File: src/axts_pkg.sv
// Package: word types, command/status structs, AES and XTS helper functions.
package axts_pkg;

   typedef struct packed {
      logic        op;
      logic        first;
      logic [63:0] sector_hi;
      logic [63:0] sector_lo;
      logic [63:0] block_hi;
      logic [63:0] block_lo;
   } axts_req_type;

   typedef struct packed {
      logic [63:0] result_hi;
      logic [63:0] result_lo;
   } axts_rsp_type;

   localparam int CSR_IDX_W = 3;
   localparam logic [CSR_IDX_W-1:0] CSR_DATA_KEY_HI  = 3'd0;
   localparam logic [CSR_IDX_W-1:0] CSR_DATA_KEY_LO  = 3'd1;
   localparam logic [CSR_IDX_W-1:0] CSR_TWEAK_KEY_HI = 3'd2;
   localparam logic [CSR_IDX_W-1:0] CSR_TWEAK_KEY_LO = 3'd3;
   localparam logic [CSR_IDX_W-1:0] CSR_SECTOR_BLKS  = 3'd4;

   localparam logic [15:0] SECTOR_BLKS_RESET = 16'd32;
   localparam logic [3:0]  LAST_ROUND        = 4'd10;
   localparam logic [3:0]  FIRST_ROUND       = 4'd1;
   localparam logic [7:0]  XTS_POLY          = 8'h87;
   localparam logic [7:0]  AES_POLY          = 8'h1b;

   typedef enum logic [2:0] {
      ST_IDLE,
      ST_KLOAD,
      ST_KROUND,
      ST_TLOAD,
      ST_TROUND,
      ST_DLOAD,
      ST_DROUND,
      ST_FIN
   } axts_state_type;

   typedef struct packed {
      logic       capture;
      logic       kexp_load;
      logic       key_round;
      logic       k10_store;
      logic       tw_load;
      logic       tw_round;
      logic       tw_store;
      logic       dt_load;
      logic       dt_round;
      logic       out_load;
      logic [3:0] round;
   } axts_cmd_type;

   typedef struct packed {
      logic regen;
   } axts_status_type;

   localparam logic [2047:0] SBOX_BITS = {
      128'h637c777bf26b6fc53001672bfed7ab76,
      128'hca82c97dfa5947f0add4a2af9ca472c0,
      128'hb7fd9326363ff7cc34a5e5f171d83115,
      128'h04c723c31896059a071280e2eb27b275,
      128'h09832c1a1b6e5aa0523bd6b329e32f84,
      128'h53d100ed20fcb15b6acbbe394a4c58cf,
      128'hd0efaafb434d338545f9027f503c9fa8,
      128'h51a3408f929d38f5bcb6da2110fff3d2,
      128'hcd0c13ec5f974417c4a77e3d645d1973,
      128'h60814fdc222a908846eeb814de5e0bdb,
      128'he0323a0a4906245cc2d3ac629195e479,
      128'he7c8376d8dd54ea96c56f4ea657aae08,
      128'hba78252e1ca6b4c6e8dd741f4bbd8b8a,
      128'h703eb5664803f60e613557b986c11d9e,
      128'he1f8981169d98e949b1e87e9ce5528df,
      128'h8ca1890dbfe6426841992d0fb054bb16};

   function automatic logic [7:0] sbox(input logic [7:0] x);
      return SBOX_BITS[2047 - 8*x -: 8];
   endfunction

   function automatic logic [7:0] inv_sbox(input logic [7:0] y);
      logic [7:0] r;
      r = 8'h00;
      for (int i = 0; i < 256; i++) begin
         if (sbox(8'(i)) == y) r = 8'(i);
      end
      return r;
   endfunction

   function automatic logic [7:0] xtime(input logic [7:0] b);
      return {b[6:0], 1'b0} ^ (b[7] ? AES_POLY : 8'h00);
   endfunction

   function automatic logic [7:0] rcon(input logic [3:0] i);
      logic [7:0] r;
      unique case (i)
         4'd1:    r = 8'h01;
         4'd2:    r = 8'h02;
         4'd3:    r = 8'h04;
         4'd4:    r = 8'h08;
         4'd5:    r = 8'h10;
         4'd6:    r = 8'h20;
         4'd7:    r = 8'h40;
         4'd8:    r = 8'h80;
         4'd9:    r = 8'h1b;
         4'd10:   r = 8'h36;
         default: r = 8'h00;
      endcase
      return r;
   endfunction

   // byte k of a state sits at bits [127-8k -: 8]
   function automatic logic [127:0] sub_shift(input logic [127:0] s);
      logic [127:0] t;
      for (int c = 0; c < 4; c++) begin
         for (int r = 0; r < 4; r++) begin
            t[127 - 8*(4*c + r) -: 8] = sbox(s[127 - 8*(4*((c + r) % 4) + r) -: 8]);
         end
      end
      return t;
   endfunction

   function automatic logic [127:0] inv_shift_sub(input logic [127:0] s);
      logic [127:0] t;
      for (int c = 0; c < 4; c++) begin
         for (int r = 0; r < 4; r++) begin
            t[127 - 8*(4*c + r) -: 8] =
               inv_sbox(s[127 - 8*(4*((c - r + 4) % 4) + r) -: 8]);
         end
      end
      return t;
   endfunction

   function automatic logic [127:0] mix_cols(input logic [127:0] s);
      logic [127:0] t;
      logic [7:0]   a0, a1, a2, a3;
      for (int c = 0; c < 4; c++) begin
         a0 = s[127 - 32*c -: 8];
         a1 = s[119 - 32*c -: 8];
         a2 = s[111 - 32*c -: 8];
         a3 = s[103 - 32*c -: 8];
         t[127 - 32*c -: 8] = xtime(a0) ^ xtime(a1) ^ a1 ^ a2 ^ a3;
         t[119 - 32*c -: 8] = a0 ^ xtime(a1) ^ xtime(a2) ^ a2 ^ a3;
         t[111 - 32*c -: 8] = a0 ^ a1 ^ xtime(a2) ^ xtime(a3) ^ a3;
         t[103 - 32*c -: 8] = xtime(a0) ^ a0 ^ a1 ^ a2 ^ xtime(a3);
      end
      return t;
   endfunction

   function automatic logic [31:0] inv_mix_col(input logic [31:0] a);
      logic [7:0] b [4];
      logic [7:0] m9 [4];
      logic [7:0] m11 [4];
      logic [7:0] m13 [4];
      logic [7:0] m14 [4];
      logic [7:0] x2, x4, x8;
      for (int i = 0; i < 4; i++) begin
         b[i]   = a[31 - 8*i -: 8];
         x2     = xtime(b[i]);
         x4     = xtime(x2);
         x8     = xtime(x4);
         m9[i]  = x8 ^ b[i];
         m11[i] = x8 ^ x2 ^ b[i];
         m13[i] = x8 ^ x4 ^ b[i];
         m14[i] = x8 ^ x4 ^ x2;
      end
      return {m14[0] ^ m11[1] ^ m13[2] ^ m9[3],
              m9[0] ^ m14[1] ^ m11[2] ^ m13[3],
              m13[0] ^ m9[1] ^ m14[2] ^ m11[3],
              m11[0] ^ m13[1] ^ m9[2] ^ m14[3]};
   endfunction

   function automatic logic [127:0] inv_mix_cols(input logic [127:0] s);
      return {inv_mix_col(s[127:96]), inv_mix_col(s[95:64]),
              inv_mix_col(s[63:32]), inv_mix_col(s[31:0])};
   endfunction

   function automatic logic [31:0] key_core(input logic [31:0] w, input logic [7:0] rc);
      return {sbox(w[23:16]) ^ rc, sbox(w[15:8]), sbox(w[7:0]), sbox(w[31:24])};
   endfunction

   function automatic logic [127:0] key_fwd(input logic [127:0] k, input logic [7:0] rc);
      logic [31:0] n0, n1, n2, n3;
      n0 = k[127:96] ^ key_core(k[31:0], rc);
      n1 = k[95:64] ^ n0;
      n2 = k[63:32] ^ n1;
      n3 = k[31:0] ^ n2;
      return {n0, n1, n2, n3};
   endfunction

   function automatic logic [127:0] key_inv(input logic [127:0] k, input logic [7:0] rc);
      logic [31:0] w1, w2, w3;
      w3 = k[31:0] ^ k[63:32];
      w2 = k[63:32] ^ k[95:64];
      w1 = k[95:64] ^ k[127:96];
      return {k[127:96] ^ key_core(w3, rc), w1, w2, w3};
   endfunction

   // tweak is a little-endian byte string; multiply by x modulo the XTS polynomial
   function automatic logic [127:0] mul_alpha(input logic [127:0] t);
      logic [127:0] le, sh, r;
      for (int i = 0; i < 16; i++) begin
         le[8*i +: 8] = t[127 - 8*i -: 8];
      end
      sh = {le[126:0], 1'b0} ^ (le[127] ? {120'd0, XTS_POLY} : 128'd0);
      for (int i = 0; i < 16; i++) begin
         r[127 - 8*i -: 8] = sh[8*i +: 8];
      end
      return r;
   endfunction

endpackage

File: src/axts_ctrl.sv
// Controller: sequences key expansion, tweak generation, data rounds and output.
module axts_ctrl
   import axts_pkg::*;
(
   input  logic                 clock,
   input  logic                 reset,
   input  logic                 req_valid,
   input  logic                 req_first,
   output logic                 req_ready,
   output logic                 rsp_valid,
   input  logic                 rsp_ready,
   input  logic                 csr_we,
   input  logic [CSR_IDX_W-1:0] csr_index,
   input  axts_status_type      status,
   output axts_cmd_type         cmd
);

   axts_state_type state_ff, state_in;
   logic [3:0]     rnd_ff, rnd_in;
   logic           dirty_ff, dirty_in;
   logic           rsp_valid_ff, rsp_valid_in;
   logic           slot_free;
   logic           last_rnd;

   assign slot_free = !rsp_valid_ff || rsp_ready;
   assign last_rnd  = (rnd_ff == LAST_ROUND);

   always_comb begin
      state_in = state_ff;
      unique case (state_ff)
         ST_IDLE: begin
            if (dirty_ff) state_in = ST_KLOAD;
            else if (req_valid) state_in = (req_first || status.regen) ? ST_TLOAD : ST_DLOAD;
         end
         ST_KLOAD:  state_in = ST_KROUND;
         ST_KROUND: if (last_rnd) state_in = ST_IDLE;
         ST_TLOAD:  state_in = ST_TROUND;
         ST_TROUND: if (last_rnd) state_in = ST_DLOAD;
         ST_DLOAD:  state_in = ST_DROUND;
         ST_DROUND: if (last_rnd) state_in = ST_FIN;
         ST_FIN:    if (slot_free) state_in = ST_IDLE;
         default:   state_in = ST_IDLE;
      endcase
   end

   always_comb begin
      cmd          = '0;
      cmd.round    = rnd_ff;
      req_ready    = 1'b0;
      rnd_in       = rnd_ff + 4'd1;
      dirty_in     = dirty_ff;
      rsp_valid_in = rsp_valid_ff && !rsp_ready;
      unique case (state_ff)
         ST_IDLE: begin
            req_ready   = !dirty_ff;
            cmd.capture = req_valid && !dirty_ff;
         end
         ST_KLOAD: begin
            cmd.kexp_load = 1'b1;
            dirty_in      = 1'b0;
            rnd_in        = FIRST_ROUND;
         end
         ST_KROUND: begin
            cmd.key_round = 1'b1;
            cmd.k10_store = last_rnd;
         end
         ST_TLOAD: begin
            cmd.tw_load = 1'b1;
            rnd_in      = FIRST_ROUND;
         end
         ST_TROUND: begin
            cmd.tw_round = 1'b1;
            cmd.tw_store = last_rnd;
         end
         ST_DLOAD: begin
            cmd.dt_load = 1'b1;
            rnd_in      = FIRST_ROUND;
         end
         ST_DROUND: cmd.dt_round = 1'b1;
         ST_FIN: begin
            cmd.out_load = slot_free;
            if (slot_free) rsp_valid_in = 1'b1;
         end
         default: ;
      endcase
      // a data key write restarts the schedule
      if (csr_we && (csr_index == CSR_DATA_KEY_HI || csr_index == CSR_DATA_KEY_LO))
         dirty_in = 1'b1;
   end

   always_ff @(posedge clock) begin
      if (reset) begin
         state_ff     <= ST_IDLE;
         rnd_ff       <= FIRST_ROUND;
         dirty_ff     <= 1'b1;
         rsp_valid_ff <= 1'b0;
      end else begin
         state_ff     <= state_in;
         rnd_ff       <= rnd_in;
         dirty_ff     <= dirty_in;
         rsp_valid_ff <= rsp_valid_in;
      end
   end

   assign rsp_valid = rsp_valid_ff;

endmodule

File: config.mk
export PLATFORM = sky130hd
export DESIGN_NAME = axts_ctrl
export DESIGN_NICKNAME = d
export VERILOG_FILES = /design/src/axts_pkg.sv /design/src/axts_ctrl.sv
export SDC_FILE = /design/constraint.sdc
export NUM_CORES = 1
export LEC_CHECK = 0
export ABC_AREA = 1
export BUFFER_PORTS_ARGS = -buffer_cell sky130_fd_sc_hd__buf_4
export CAP_MARGIN = 20
export CORE_AREA = 5 5 42 44
export DETAILED_ROUTE_END_ITERATION = 10
export DIE_AREA = 0 0 47 49
export GPL_TIMING_DRIVEN = 1
export PLACE_DENSITY = 0.72
export SLEW_MARGIN = 20
export SYNTH_ARGS = -nofsm -noshare
export SYNTH_HDL_FRONTEND = slang
export SYNTH_SLANG_ARGS = --single-unit
File: constraint.sdc
create_clock -name clock -period 1.3 [get_ports clock]
set_input_delay 0.195 -clock clock [delete_from_list [all_inputs] [get_ports clock]]
set_output_delay 0.195 -clock clock [all_outputs]
set_load 0.05 [all_outputs]
==> parameters.txt <==
Parameter                              Value

Global routing
  Vias in the first global route    roughly 740
  Number of antenna violations at the first check in global routing    0
  Pin count of the biggest net entering global routing    8
  Wire length of the first global-routing pass    about 3100 µm
  Global-route total usage across every layer    0.183
  Total overflow reported by the global router    0

Setup path
  Required time of the critical path    roughly 1.1 ns
  Worst setup path category    flip-flop to primary output
  Largest stage delay on the critical path    ~0.4 ns
  Most Frequent Cell on Critical Path    buf_6
  Count of cell instances traversed by the critical path    4
  Type of origin of the critical path    flip-flop
  Signal arrival time at the worst endpoint    roughly 1.3 ns
  Number of cells traversed by the worst register-to-register path    10
  Launching point of the worst reg2reg path    state_ff[1]$_SDFFE_PP0P_
  Top fanout value on the critical path    4
  Endpoint class of the critical path    primary output
  RR Endpoint    state_ff[2]$_SDFFE_PP0P_
  Slowest library cell on the worst path    dfxtp_4
  Count of buffer and inverter cells on the critical path    2
  Internal reg-to-reg setup slack    -0.10 ns
  Kind of cell with the highest combined delay on the critical path    flip-flops
  Chain of cells forming the critical path    buf_6 > nand2_8 > nor3_4 > buf_6

Logic synthesis
  Cell count after synthesis    81
  Synth Area in Simple Gates    0.432
  Distinct cells, synth    20
  Share of the synthesized area in compound gates (AO/OA/AOI/OAI)    0.0755
  Most area-consuming cells after synthesis    dfxtp_1 33%, nor2_1 12%, inv_1 7.6%, nand2_1 7.6%, nand3_1 6.4%
  Mapped Nets    just over 90
  Adder and majority cell fraction of the synthesized area    0.0458
  Largest family of logic cells by synthesized area    simple AND/OR/NAND/NOR gates
  YS warnings    0
  Post-synthesis xor/xnor area fraction    0.0160
  Post-synthesis instance area    about 550 µm²
  Area share of the largest cell type after synthesis    0.330
  Largest area contributor in the synthesized netlist    dfxtp_1
  Mean area per synthesized cell    between 6 and 7 µm²
  Sequential fraction of the synthesis area    0.330
  Number of synthesized register bits    9
  Mux contribution to synthesized area    0

Drt
  Vias    approximately 720
  Final routed wirelength across all metal layers    between 2000 and 2500 µm
  Avg Vias per Cell    a little over 5
  Pre-antenna DRT Iters    4
  Drt drc    0
  Post-route ant nets    0
  Mean routed wirelength per cell    15.2 µm
  Iteration-0 DRC Markers    8

Power and ir drop
  Fraction of power spent switching nets    0.505
  Switching power summed over all nets    around 1.4 mW
  Cell internal power dissipation    approximately 1.4 mW
  Share of power burned in registers    0.208
  Leak pwr    roughly 0.53 nW
  Portion of total power attributed to combinational logic    0.709
  Relative contribution of the clock network to total power    0.082
  Worst-case vdd ir drop    1.28 mV
  Power density over the cells    ~2300 nW/µm²

Timing
  Relative slew margins    0.852
  Final Hold Slack    approximately 0.091 ns
  Fraction of the cycle the final worst path needs    1.11
  Count of final hold-check violations    0
  Final critical-path setup slack    -0.146 ns
  Final setup violation count    13
  Minimum period implied by the final worst setup slack    approximately 1.4 ns
  Actual transition at the worst max-transition pin    between 0.2 and 0.25 ns
  Slew Viols, Final    0
  Clock skew after layout    around 0.0093 ns
  Maximum clock frequency    0.692 GHz
  Setup repair after global routing missed its margin    yes

Min path
  Instance count along the most critical hold path    2
  Min-Delay Path Class    input port to flip-flop
  Endpoint, Worst Hold    state_ff[0]$_SDFFE_PP0P_
  Start point of the worst hold path    reset

Placed design
  Area of placed instances    840 µm²
  HPWL reported at the end of detailed placement    around 1100 µm
  Quantity of I/O buffers inserted on ports    24
  Setup slack after placement    -0.00317 ns
  Final weighted congestion of routability-driven global placement    about 0.81

Layout
  Number of diodes    0
  Post-layout instance area    1200 µm²
  Count of nets after finishing    approximately 140
  Most common cell after layout, fill and taps aside    buf_4
  Fraction of layout cells with a size suffix above 1    0.712
  P&R area growth vs syn    120%
  Leading cell types in the layout, fill and taps excluded    25 x buf_4, 9 x nor2_1, 8 x nand2_1, 8 x buf_6, 7 x nor2_4

Floorplan
  Initial Utilization    0.390
  X dimension of the die    47 µm
  Number of placement rows    14
  Area of the die    2300 µm²
  Top-level port count    26
  Die height    about 50 µm
  Area of the core    between 1000 and 1500 µm²

Clocking
  Clock H-tree levels    1
  Clock Sink Count    9
  Number of hold buffers added after cts    0
  Clock Path Buffers    2
  Root cell of the clock tree    clkbuf_4
  Clock tree from TritonCTS    built
  Number of CTS-inserted buffers    3
  Clock slew at reported path FFs    about 0.07 ns
  Clock insertion delay at the later pin of the skew report    0.27 ns

Status
  Outcome    finished, violations left
  Violations in the final reports    setup timing

Job
  Maximum capacitance violations    0
## registers in the layout (all words and copies together) (netlist names)
signal     flops
rnd_ff         4
state_ff       3
dirty_ff       1
rsp_valid      1
## Yosys cell counts
cell     instances
buf_4            1
nand2_2          4
nand3_2          1
xnor2_1          1
o21ai_0          1
a21oi_1          4
ha_1             2
or2_2            2
nand2_4          1
inv_1           11
inv_4            1
nor3_1           2
nor2_1          18
nor2_4           1
nand4_1          2
a21oi_2          1
dfxtp_1          9
o21a_1           1
nand3_1          7
nand2_1         11
## worst max path at each step
stage | startpoint | end | slack [ns]
2_1_floorplan | rnd_ff[1]$_SDFF_PP0_ | cmd[10] | -0.17
3_3_place_gp | rnd_ff[0]$_SDFF_PP1_ | state_ff[2]$_SDFFE_PP0P_ | 0.02
3_5_place_dp | rnd_ff[0]$_SDFF_PP1_ | state_ff[2]$_SDFFE_PP0P_ | -0.003
4_1_cts | rnd_ff[0]$_SDFF_PP1_ | cmd[10] | -0.17
5_1_grt | state_ff[1]$_SDFFE_PP0P_ | cmd[10] | -0.18
6_report | state_ff[1]$_SDFFE_PP0P_ | cmd[10] | -0.15
## power by group through the flow
stage	Sequential [mW]	Clock, mW	Combinational [mW]
6_report	0.581	0.230	1.98
5_1_grt	0.595	0.249	2.11
4_1_cts	0.567	0.234	1.66
3_5_place_dp	0.503	0	1.17
3_3_place_gp	0.499	0	1.16
2_1_floorplan	0.618	0	0.744
## cells by family (layout without fill, tap and decap cells)
logic type                 Yosys count  after routing
buffers and inverters               13             57
DFF                                  9              9
adders and majority gates            2              2
AOI/OAI and AO/OA                    7              7
xor gates and xnor gates             1              1
and+or+nand+nor                     49             49
## metal layers
layer / track usage / wire length [µm]
met1: 0.189 / 758
met3: 0.0590 / 78
met4: 0.0691 / 67
met2: 0.324 / 1230
met5: 0 / 0
## stage by stage
stage	power (mW)	setup TNS, ns	util	std cells
after floorplan	1.36	-0.213	-	81
after global placement	1.66	0	0.599	125
after detailed placement	1.67	-0.00317	0.599	125
after CTS	2.46	-0.390	0.797	135
after global routing	2.95	-1.41	0.860	141
final	2.79	-0.838	0.860	141
## cell type report
| class | count | area (µm²) |
|---|---|---|
| Fill cell | 81 | 196 |
| Inverter | 12 | 56.3 |
| Tap cell | 16 | 20.0 |
| Clock buffer | 3 | 22.5 |
| Sequential cell | 9 | 203 |
| Timing Repair Buffer | 41 | 413 |
| Clock inverter | 1 | 5.00 |
| Multi-Input combinational cell | 59 | 485 |
## repair_timing
action,CTS,global route
endpoints found under the setup margin,13,12
pin swaps,9,6
gates resized for setup,50,7
gates cloned,0,0
hold endpoints to repair,0,0
buffers inserted,7,6
Power figures use the tool's default switching activity.
